## src/rtl/a2i32_pkg.sv

```systemverilog
// Shared types, codes and character helpers for the ASCII to int32 parser.
package a2i32_pkg;

  // Parse phase codes
  localparam logic [2:0] PH_SKIP   = 3'd0;
  localparam logic [2:0] PH_SIGN   = 3'd1;
  localparam logic [2:0] PH_ZERO   = 3'd2;
  localparam logic [2:0] PH_XSEEN  = 3'd3;
  localparam logic [2:0] PH_DIGITS = 3'd4;

  localparam logic [15:0] MAX_OFFSET = 16'hFFFF;
  localparam logic [5:0]  RADIX_RESET = 6'd10;
  localparam logic [6:0]  NO_DIGIT = 7'd99;

  localparam logic [31:0] INT32_MAX_MAG = 32'h7FFF_FFFF;
  localparam logic [31:0] NEG_LIMIT_MAG = 32'h8000_0000;

  localparam logic [7:0] CH_ZERO  = 8'h30;
  localparam logic [7:0] CH_NINE  = 8'h39;
  localparam logic [7:0] CH_LA    = 8'h61;
  localparam logic [7:0] CH_LZ    = 8'h7A;
  localparam logic [7:0] CH_UA    = 8'h41;
  localparam logic [7:0] CH_UZ    = 8'h5A;
  localparam logic [7:0] CH_LX    = 8'h78;
  localparam logic [7:0] CH_UX    = 8'h58;
  localparam logic [7:0] CH_MINUS = 8'h2D;
  localparam logic [7:0] CH_PLUS  = 8'h2B;
  localparam logic [7:0] CH_SPACE = 8'h20;
  localparam logic [7:0] CH_TAB   = 8'h09;
  localparam logic [7:0] CH_CR    = 8'h0D;
  localparam logic [7:0] LC_BIAS  = 8'h57;  // 'a' - 10
  localparam logic [7:0] UC_BIAS  = 8'h37;  // 'A' - 10

  typedef struct packed {
    logic [2:0]  phase;
    logic        negative;
    logic [31:0] magnitude;
    logic [5:0]  active_base;
    logic [15:0] position;
    logic        clamped;
    logic        seen_digit;
    logic        done;
  } state_t;

  // parser state after reset: idle until a word with first
  localparam state_t STATE_RESET = '{
    phase:       PH_SKIP,
    negative:    1'b0,
    magnitude:   32'd0,
    active_base: 6'd0,
    position:    16'd0,
    clamped:     1'b0,
    seen_digit:  1'b0,
    done:        1'b1
  };

  typedef struct packed {
    logic        got_digits;
    logic        overflow;
    logic [15:0] end_offset;
    logic signed [31:0] value;
  } result_t;

  function automatic logic [6:0] digit_value(input logic [7:0] c);
    logic [7:0] t;
    t = 8'd0;
    if (c >= CH_ZERO && c <= CH_NINE) begin
      t = c - CH_ZERO;
    end else if (c >= CH_LA && c <= CH_LZ) begin
      t = c - LC_BIAS;
    end else if (c >= CH_UA && c <= CH_UZ) begin
      t = c - UC_BIAS;
    end else begin
      t = {1'b0, NO_DIGIT};
    end
    return t[6:0];
  endfunction

  function automatic logic is_space(input logic [7:0] c);
    return (c == CH_SPACE) || (c >= CH_TAB && c <= CH_CR);
  endfunction

endpackage

```

## src/rtl/ascii_to_int32_parser_top.sv

```systemverilog
// Streaming strtol-style parser: ASCII characters in, at most one signed 32-bit result per string out.
// Path: the character that ends the number goes through the input register and the step logic
//   into the result register, which drives m_axis.
// Throughput: one character word per cycle; input stalls only while a new result meets a
//   full result register that m_axis is not taking.
// Reset: both valids cleared, radix 10, parser idle until a word with first (tuser) set.
module ascii_to_int32_parser_top (
  input  logic        clk_i,
  input  logic        rst_ni,

  // character stream
  input  logic        s_axis_tvalid,
  output logic        s_axis_tready,
  input  logic [7:0]  s_axis_tdata,   // [7:0] ch
  input  logic        s_axis_tuser,   // [0] first: starts a new string
  input  logic        s_axis_tlast,   // last character of the string

  // result stream
  output logic        m_axis_tvalid,
  input  logic        m_axis_tready,
  output logic [55:0] m_axis_tdata,   // [31:0] value, [47:32] end_offset, [48] overflow,
                                      // [49] got_digits, [55:50] zero

  // radix register write
  input  logic        cfg_valid_i,
  output logic        cfg_ready_o,
  input  logic [5:0]  cfg_data_i
);

  logic [5:0] radix_q;

  // input register
  logic       in_valid_q;
  logic [7:0] in_ch_q;
  logic       in_first_q;
  logic       in_last_q;

  // parser state and result register
  a2i32_pkg::state_t  st_q;
  a2i32_pkg::state_t  st_d;
  logic               res_valid;
  a2i32_pkg::result_t res_d;
  logic               out_valid_q;
  a2i32_pkg::result_t out_res_q;

  logic advance;

  // step fires when the result register can take a word (or the word is not needed)
  assign advance       = in_valid_q && (!res_valid || !out_valid_q || m_axis_tready);
  assign s_axis_tready = !in_valid_q || advance;
  assign cfg_ready_o   = 1'b1;

  always_ff @(posedge clk_i or negedge rst_ni) begin
    if (!rst_ni) begin
      radix_q <= a2i32_pkg::RADIX_RESET;
    end else if (cfg_valid_i) begin
      radix_q <= cfg_data_i;
    end
  end

  always_ff @(posedge clk_i or negedge rst_ni) begin
    if (!rst_ni) begin
      in_valid_q <= 1'b0;
    end else if (s_axis_tready) begin
      in_valid_q <= s_axis_tvalid;
    end
  end

  always_ff @(posedge clk_i) begin
    if (s_axis_tvalid && s_axis_tready) begin
      in_ch_q    <= s_axis_tdata;
      in_first_q <= s_axis_tuser;
      in_last_q  <= s_axis_tlast;
    end
  end

  a2i32_step u_step (
    .st_i        (st_q),
    .ch_i        (in_ch_q),
    .first_i     (in_first_q),
    .last_i      (in_last_q),
    .radix_i     (radix_q),
    .st_o        (st_d),
    .res_valid_o (res_valid),
    .res_o       (res_d)
  );

  // parse state: idle (done) after reset
  always_ff @(posedge clk_i or negedge rst_ni) begin
    if (!rst_ni) begin
      st_q <= a2i32_pkg::STATE_RESET;
    end else if (advance) begin
      st_q <= st_d;
    end
  end

  always_ff @(posedge clk_i or negedge rst_ni) begin
    if (!rst_ni) begin
      out_valid_q <= 1'b0;
    end else if (advance && res_valid) begin
      out_valid_q <= 1'b1;
    end else if (m_axis_tready) begin
      out_valid_q <= 1'b0;
    end
  end

  always_ff @(posedge clk_i) begin
    if (advance && res_valid) begin
      out_res_q <= res_d;
    end
  end

  assign m_axis_tvalid = out_valid_q;
  assign m_axis_tdata  = {6'd0, out_res_q.got_digits, out_res_q.overflow,
                          out_res_q.end_offset, out_res_q.value};

endmodule

```

## src/rtl/a2i32_step.sv

```systemverilog
// One-character parse step: next parser state and optional result word.
module a2i32_step (
  input  a2i32_pkg::state_t  st_i,
  input  logic [7:0]         ch_i,
  input  logic               first_i,
  input  logic               last_i,
  input  logic [5:0]         radix_i,
  output a2i32_pkg::state_t  st_o,
  output logic               res_valid_o,
  output a2i32_pkg::result_t res_o
);

  a2i32_pkg::state_t cur;
  a2i32_pkg::state_t nx;

  logic [6:0]  dval;
  logic        start_zero;
  logic [5:0]  start_base;
  logic [5:0]  dig_base;
  logic [38:0] dig_next;
  logic [31:0] limit;
  logic        dig_reject;
  logic        dig_over;
  logic        take;
  logic        start;
  logic        term;
  logic [15:0] endv;
  logic [15:0] p;

  // first clears the string state before the character is looked at
  always_comb begin
    cur = st_i;
    if (first_i) begin
      cur = '0;
      cur.phase = a2i32_pkg::PH_SKIP;
    end
  end

  assign dval       = a2i32_pkg::digit_value(ch_i);
  assign start_zero = ((radix_i == 6'd0) || (radix_i == 6'd16)) && (ch_i == a2i32_pkg::CH_ZERO);
  assign start_base = (radix_i == 6'd0) ? 6'd10 : radix_i;
  assign dig_base   = ((cur.phase == a2i32_pkg::PH_SKIP) || (cur.phase == a2i32_pkg::PH_SIGN))
                      ? start_base : cur.active_base;

  // digit accumulate: one 32x6 multiply-add and a limit compare
  assign dig_next   = 39'(cur.magnitude) * 39'(dig_base) + 39'(dval);
  assign limit      = cur.negative ? a2i32_pkg::NEG_LIMIT_MAG : a2i32_pkg::INT32_MAX_MAG;
  assign dig_over   = dig_next > 39'(limit);
  assign dig_reject = (dig_base < 6'd2) || (dig_base > 6'd36) || (dval >= 7'(dig_base));

  assign p = cur.position;

  always_comb begin
    nx          = cur;
    take        = 1'b0;
    start       = 1'b0;
    term        = 1'b0;
    endv        = 16'd0;
    res_valid_o = 1'b0;
    if (!cur.done) begin
      unique case (cur.phase)
        a2i32_pkg::PH_SKIP: begin
          if (a2i32_pkg::is_space(ch_i)) begin
            nx.phase = a2i32_pkg::PH_SKIP;
          end else if (ch_i == a2i32_pkg::CH_MINUS) begin
            nx.negative = 1'b1;
            nx.phase    = a2i32_pkg::PH_SIGN;
          end else if (ch_i == a2i32_pkg::CH_PLUS) begin
            nx.phase = a2i32_pkg::PH_SIGN;
          end else begin
            start = 1'b1;
          end
        end
        a2i32_pkg::PH_SIGN: begin
          start = 1'b1;
        end
        a2i32_pkg::PH_ZERO: begin
          if (ch_i == a2i32_pkg::CH_LX || ch_i == a2i32_pkg::CH_UX) begin
            nx.active_base = 6'd16;
            nx.phase       = a2i32_pkg::PH_XSEEN;
          end else begin
            nx.phase = a2i32_pkg::PH_DIGITS;
            take     = 1'b1;
          end
        end
        a2i32_pkg::PH_XSEEN: begin
          if (dval < 7'd16) begin
            nx.phase = a2i32_pkg::PH_DIGITS;
            take     = 1'b1;
          end else begin
            // bare prefix: the number ends just past the zero
            term = 1'b1;
            endv = p - 16'd1;
          end
        end
        default: begin
          take = 1'b1;
        end
      endcase

      if (start) begin
        if (start_zero) begin
          nx.seen_digit  = 1'b1;
          nx.active_base = (radix_i == 6'd0) ? 6'd8 : 6'd16;
          nx.phase       = a2i32_pkg::PH_ZERO;
        end else begin
          nx.active_base = start_base;
          nx.phase       = a2i32_pkg::PH_DIGITS;
          take           = 1'b1;
        end
      end

      if (take) begin
        if (dig_reject) begin
          term = 1'b1;
        end else begin
          nx.seen_digit = 1'b1;
          if (!cur.clamped) begin
            if (dig_over) begin
              nx.clamped   = 1'b1;
              nx.magnitude = limit;
            end else begin
              nx.magnitude = dig_next[31:0];
            end
          end
        end
      end

      if (term && (nx.phase != a2i32_pkg::PH_XSEEN)) begin
        endv = p;
      end

      nx.position = (p >= a2i32_pkg::MAX_OFFSET) ? a2i32_pkg::MAX_OFFSET : p + 16'd1;

      if (!term && last_i) begin
        term = 1'b1;
        endv = (nx.phase == a2i32_pkg::PH_XSEEN) ? nx.position - 16'd1 : nx.position;
      end

      if (term) begin
        nx.done     = 1'b1;
        res_valid_o = 1'b1;
      end
    end
  end

  assign st_o = nx;

  assign res_o.value      = nx.negative ? $signed(32'd0 - nx.magnitude) : $signed(nx.magnitude);
  assign res_o.end_offset = nx.seen_digit ? endv : 16'd0;
  assign res_o.overflow   = nx.clamped;
  assign res_o.got_digits = nx.seen_digit;

endmodule

```

## config.mk

```make
export PLATFORM = sky130hd
export DESIGN_NAME = ascii_to_int32_parser_top
export DESIGN_NICKNAME = d
export VERILOG_FILES = /design/src/rtl/a2i32_pkg.sv /design/src/rtl/ascii_to_int32_parser_top.sv /design/src/rtl/a2i32_step.sv
export SDC_FILE = /design/constraint.sdc
export NUM_CORES = 1
export LEC_CHECK = 0
export BUFFER_PORTS_ARGS = -buffer_cell sky130_fd_sc_hd__buf_2
export CORE_MARGIN = 2
export CORE_UTILIZATION = 45
export DETAILED_ROUTE_END_ITERATION = 12
export PLACE_DENSITY = 0.65
export SYNTH_ARGS = -nofsm -noshare
export SYNTH_HDL_FRONTEND = slang
export SYNTH_HIERARCHICAL = 1
export SYNTH_SLANG_ARGS = --single-unit
```

## constraint.sdc

```tcl
create_clock -name clk_i -period 27.1 [get_ports clk_i]
set_input_delay 1.355 -clock clk_i [delete_from_list [all_inputs] [get_ports clk_i]]
set_output_delay 1.355 -clock clk_i [all_outputs]
set_load 0.05 [all_outputs]
```

==> results of run 1 <==
-- metrics by stage --
stage	total power, mW	utilization
finish	1.56	0.485
global route	1.67	0.485
CTS	1.55	0.485
detailed placement	1.31	0.471
global placement	1.30	0.471
floorplan	1.07	-
-- worst max-delay path: cells and delay by family (launching register included) --
family / cells / cell delay, ps
DFF: 1 / 330
adders and majority gates: 7 / 2980
AOI/OAI and AO/OA: 13 / 3270
buffers and inverters: 6 / 1520
xor gates and xnor gates: 2 / 380
muxes: 1 / 560
and+or+nand+nor: 10 / 2380
-- cell type report --
class,instances,area (µm²),area share
clock inverters,7,47.5,0.00246
flip-flops and latches,129,3530,0.183
well taps,525,657,0.0340
clock buffers,25,527,0.0273
multi-input cells,1802,13500,0.701
repair buffers,91,505,0.0262
inverters,132,495,0.0257
-- power groups by stage --
stage | Sequential, mW | Combinational, mW | Clock [mW]
after global placement | 0.339 | 0.958 | 0
final | 0.340 | 0.994 | 0.229
after detailed placement | 0.341 | 0.972 | 0
after global routing | 0.347 | 1.08 | 0.240
after floorplan | 0.366 | 0.700 | 0
after CTS | 0.339 | 0.976 | 0.231
-- per-layer routing --
| metal | global-route usage | vias to the layer above | share of wire |
|---|---|---|---|
| met3 | 0.0361 | 144 | 0.071 |
| met2 | 0.463 | 792 | 0.47 |
| met4 | 0.118 | 0 | 0.044 |
| met5 | 0 | - | 0 |
| li1 | - | 7676 | - |
| met1 | 0.375 | 8170 | 0.42 |
-- layout by cell type, fill, tap and decap left out, drive strengths merged, types with 25 or more instances in the layout --
| cell type | instances |
|---|---|
| edfxtp | 60 |
| clkbuf | 25 |
| nor3 | 38 |
| nor2 | 281 |
| nand4b | 62 |
| nand2b | 69 |
| nand3 | 54 |
| xor2 | 40 |
| nand2 | 273 |
| xnor2 | 55 |
| o211ai | 76 |
| dfrtp | 66 |
| o21ai | 92 |
| inv | 131 |
| a21oi | 135 |
| buf | 91 |
| ha | 136 |
| fa | 125 |
-- flip-flops by register name (all words and copies together), names as in the netlist --
name	cells
in_ch_q	8
in_valid_q	1
radix_q	6
m_axis_tvalid	1
st_q	61
m_axis_tdata	50
in_first_q	1
in_last_q	1
-- kinds of logic after synthesis --
family / Yosys count
DFF: 129
adders and majority gates: 261
xor gates and xnor gates: 95
muxes: 16
other: 2
buffers and inverters: 269
and+or+nand+nor: 937
AOI/OAI and AO/OA: 486
-- how the worst max path moves through the flow --
stage               startpoint          endpoint  slack (ps)  cells after the start
finish              in_first_q  m_axis_tdata[26]       15430                     39
global route        in_first_q  m_axis_tdata[26]       14840                     39
CTS                 in_first_q  m_axis_tdata[26]       15620                     39
detailed placement  in_first_q  m_axis_tdata[26]       15660                     39
global placement    in_first_q  m_axis_tdata[26]       16000                     39
floorplan           in_first_q  m_axis_tdata[26]       17250                     40
==> flow_summary.json, run 1 <==
{
  "outcome": "complete, no violations",
  "synth_edf_count": 60,
  "chipHeight_um": 205,
  "max_stage_delay_ps": 650,
  "synth_common_cells": "280 x nor2_1, 272 x nand2_1, 136 x ha_1, 130 x inv_1, 128 x a21oi_1",
  "cts_setup_buffers": 0,
  "p_seq_frac": 0.218,
  "synthSimpleGateAreaFrac": 0.257,
  "criticalPathCategory": "flop to flop",
  "cts_tree": "yes",
  "drt_pre_antenna_iters": 6,
  "cellPowerDensity_nw_per_um2": 80.9,
  "placedInstanceArea_um2": 18700,
  "hold_class": "flop to flop",
  "synth_cell_types": 103,
  "switchingPower_mw": 0.857,
  "r2r_cells": 39,
  "reg2reg_to": "m_axis_tdata[26]",
  "synth_flop_cell": "dfrtp_1",
  "die_w_um": 205,
  "drcViolationCount": 0,
  "rows": 73,
  "io_pins": 80,
  "regToRegSetupSlack_ps": 15430,
  "synth_mux_area_frac": 0.00954,
  "syn-cell-area_um2": 18200,
  "cap_violations": 0,
  "cts.clk_slew.worst_paths_ps": 60,
  "port_buffers": 72,
  "power_leakage_nw": 8.88,
  "drive_gt1_frac": 0.113,
  "yosys_warnings": 6,
  "worst_pin_slew_ps": 1180,
  "setup_ws_ps": 15430,
  "cp_data_arrival_time_ps": 11840,
  "power_frac_comb": 0.636,
  "place_inst": 2679,
  "finalSetupTns_ps": 0,
  "clock_skew_ps": 12.5,
  "clkSinkCount": 129,
  "maxSlewHeadroom": 0.215,
  "final_area_um2": 19300,
  "num_antenna_cells": 0,
  "timing.fmax_mhz": 85.7,
  "fill_cells": 3959,
  "grt_overflow_total": 0,
  "grt_pass1_wl_um": 92800,
  "required_ps": 27270,
  "start_util": 0.458,
  "rsz0062_at_grt": "no",
  "pre_cts_slack_ps": 15660,
  "ctsResizeCount": 0,
  "num_vias": 16800,
  "hold_depth": 2,
  "whs_ps": 539,
  "synth_top_area_cell": "fa_1",
  "synth_area_leaders": "fa_1 14%, edfxtp_1 9.9%, ha_1 9.3%",
  "wl_per_cell_um": 21.6,
  "core_area_um2": 39800,
  "yosys.cell_count.top_type": "nor2_1",
  "slowest_stage": "nor4_4",
  "antenna_found_initial": 0,
  "htreeDepth": 4,
  "grt_start_max_net_pins": 124,
  "gp_congestion": 1.02,
  "synth_top_family_by_area": "simple AND/OR/NAND/NOR gates",
  "synth-seq-area-share": 0.194,
  "cts_buffers": 17,
  "syn_avg_cell_area_um2": 8.30,
  "place_hpwl_um": 44200,
  "syn_inst": 2195,
  "drt_first_iter_violations": 1704,
  "nets": 2455,
  "r2r-start": "in_first_q",
  "p_clk_frac": 0.146,
  "clock_path_buffers": 2,
  "slew_viol_final": 0,
  "layout.cells.non_filler": 2711,
  "period_share": 0.430,
  "viasPerCell": 6.19,
  "routed_wl_um": 58600,
  "min_from": "st_q[1]",
  "synth_compound_area_frac": 0.197,
  "switching_share": 0.549,
  "synth_xor_area_frac": 0.0457,
  "area_delta_synth_final_pct": 5.99,
  "grt_pass1_vias": 16300,
  "period_needed_ps": 11670,
  "intPower_mw": 0.706,
  "async_reset_ff_frac": 0.535,
  "hold_viol": 0,
  "synth-seq-cells": 129,
  "drtAntennaViolNets": 0,
  "hold_buffers": 0,
  "grt_util_all_layers": 0.282,
  "endpoint_kind": "flop",
  "die_area_um2": 42100,
  "setup_viol": 0,
  "clkLatencyLatePin_ps": 440,
  "synth_top_area_share": 0.137,
  "critPathLaunchType": "flop",
  "synthAdderAreaFrac": 0.231,
  "peakVddDrop_mv": 0.0419,
  "hold-path-endpoint": "st_q[1]",
  "clockRootBuffer": "clkbuf_16",
  "crit_fanout": 53
}
Note: power is estimated with default switching activity, not from simulation.
==> inputs of run 2 (changes only) <==
--- a/config.mk
+++ b/config.mk
@@ -9,7 +9,7 @@
 export CORE_MARGIN = 2
 export CORE_UTILIZATION = 45
 export DETAILED_ROUTE_END_ITERATION = 12
-export PLACE_DENSITY = 0.65
+export PLACE_DENSITY = 0.68
 export SYNTH_ARGS = -nofsm -noshare
 export SYNTH_HDL_FRONTEND = slang
 export SYNTH_HIERARCHICAL = 1
==> constraint.sdc (replaced) <==
create_clock -name clk_i -period 10.7 [get_ports clk_i]
set_input_delay 0.535 -clock clk_i [delete_from_list [all_inputs] [get_ports clk_i]]
set_output_delay 0.535 -clock clk_i [all_outputs]
set_load 0.05 [all_outputs]
==> flow_summary.json, run 2 (same netlist as run 1, synthesis figures left out) <==
{
  "final_common_cell": "nor2_1",
  "clock_skew_ps": 12.3,
  "num_antenna_cells": 0,
  "cts_tree": "yes",
  "setup_viol": 0,
  "cts.clk_slew.worst_paths_ps": 60,
  "grt_overflow_total": 0,
  "nets": 2486,
  "routed_wl_um": 58400,
  "top_register": "st_q",
  "slew_viol_final": 0,
  "drt_first_iter_violations": 1403,
  "cellPowerDensity_nw_per_um2": 206,
  "slowest_stage": "or4_4",
  "criticalPathCategory": "flop to flop",
  "antenna_found_initial": 0,
  "hold_class": "input port to asynchronous set/reset pin",
  "maxSlewHeadroom": 0.223,
  "grt_util_all_layers": 0.280,
  "clockRootBuffer": "clkbuf_16",
  "drcViolationCount": 0,
  "clkSinkCount": 129,
  "die_w_um": 205,
  "clock_path_buffers": 2,
  "grt_start_max_net_pins": 125,
  "gp_congestion": 0.981,
  "die_area_um2": 42100,
  "switching_share": 0.538,
  "finalSetupTns_ps": 0,
  "final_cell_mix": "277 x nor2_1, 272 x nand2_1, 136 x ha_1, 129 x inv_1, 127 x a21oi_1",
  "wl_per_cell_um": 21.3,
  "num_vias": 17000,
  "rows": 73,
  "switchingPower_mw": 2.17,
  "grt_pass1_wl_um": 92300,
  "drt_pre_antenna_iters": 8,
  "hold_buffers": 0,
  "crit_fanout": 18,
  "port_buffers": 72,
  "area_delta_synth_final_pct": 7.73,
  "cts_buffers": 17,
  "worst_pin_slew_ps": 1160,
  "clkLatencyLatePin_ps": 440,
  "period_needed_ps": 10200,
  "drive_gt1_frac": 0.129,
  "viasPerCell": 6.18,
  "fill_cells": 3923,
  "path_delay_family": "simple AND/OR/NAND/NOR gates",
  "power_leakage_nw": 9.07,
  "outcome": "complete, no violations",
  "period_share": 0.953,
  "placedInstanceArea_um2": 19000,
  "timing.fmax_mhz": 98.1,
  "required_ps": 10850,
  "start_util": 0.458,
  "core_area_um2": 39800,
  "multi_input_area_um2": 13600,
  "hold_viol": 0,
  "final_area_um2": 19600,
  "chipHeight_um": 205,
  "p_seq_frac": 0.213,
  "htreeDepth": 4,
  "power_frac_comb": 0.640,
  "largest_reg_flops": 61,
  "drtAntennaViolNets": 0,
  "p_clk_frac": 0.147,
  "io_pins": 80,
  "peakVddDrop_mv": 0.0993,
  "cp_data_arrival_time_ps": 10350,
  "endpoint_kind": "flop",
  "regArea_um2": 3530,
  "max_stage_delay_ps": 710,
  "critPathMostFrequentCell": "nor2_1",
  "crit_buf_inv": 3,
  "grt_pass1_vias": 16600,
  "cap_violations": 0,
  "intPower_mw": 1.87,
  "place_hpwl_um": 44600,
  "critPathLaunchType": "flop"
}
==> run 2: worst reg2reg max path: cells and delay by family (launching register included) <==
family	cells	cell delay, ps
flip-flops	1	430
adder cells (fa/ha/maj)	6	2480
AO/OA/AOI/OAI	8	1960
AND/OR/NAND/NOR	15	4200
XOR/XNOR	2	450
buffers and inverters	3	400
==> run 2: final timing paths <==
check                                 from               end  slack, ps  cells after the start
min reg2reg                        st_q[1]           st_q[1]        540                      2
max reg2reg                     radix_q[0]  m_axis_tdata[21]        500                     34
min in group clk_i         s_axis_tdata[3]        in_ch_q[3]        270                      1
max                             radix_q[0]  m_axis_tdata[21]        500                     34
max in group asynchronous           rst_ni     m_axis_tvalid       9760                      1
min                                 rst_ni          st_q[16]        260                      1
==> run 2: what timing repair did <==
| action | CTS | global route |
|---|---|---|
| pin swaps | 0 | 3 |
| gates resized for setup | 1 | 11 |
| endpoints found under the setup margin | 1 | 26 |
| buffers inserted | 0 | 1 |
==> run 2: per-stage QoR <==
| stage | cells | hold slack (ps) | power (mW) | worst slack, ps | utilization |
|---|---|---|---|---|---|
| final | 2742 | 260 | 4.04 | 502 | 0.493 |
| after global routing | 2742 | 256 | 4.31 | -18.1 | 0.493 |
| after CTS | 2741 | 255 | 3.98 | 98.2 | 0.492 |
| after floorplan | 2200 | 239 | 2.70 | 846 | - |
| after detailed placement | 2709 | 520 | 3.36 | -1.43 | 0.477 |
| after global placement | 2709 | 502 | 3.31 | 205 | 0.477 |
==> run 2: power by group through the flow <==
stage / Sequential [mW] / Combinational [mW] / Clock, mW
CTS: 0.857 / 2.52 / 0.603
finish: 0.863 / 2.59 / 0.595
global placement: 0.858 / 2.45 / 0
global route: 0.881 / 2.81 / 0.627
detailed placement: 0.863 / 2.50 / 0
floorplan: 0.926 / 1.77 / 0
==> run 2: cell type report <==
cell class                      count  area share
Clock inverter                     14     0.00848
Inverter                          132      0.0252
Multi-Input combinational cell   1802       0.693
Timing Repair Buffer              122      0.0382
Clock buffer                       18      0.0219
Tap cell                          525      0.0335
Sequential cell                   129       0.180
==> run 2: layer usage <==
layer  track usage  wire, µm
met5             0         0
met4         0.121      2700
met3        0.0382      4180
met2         0.452     26700
met1         0.376     24800
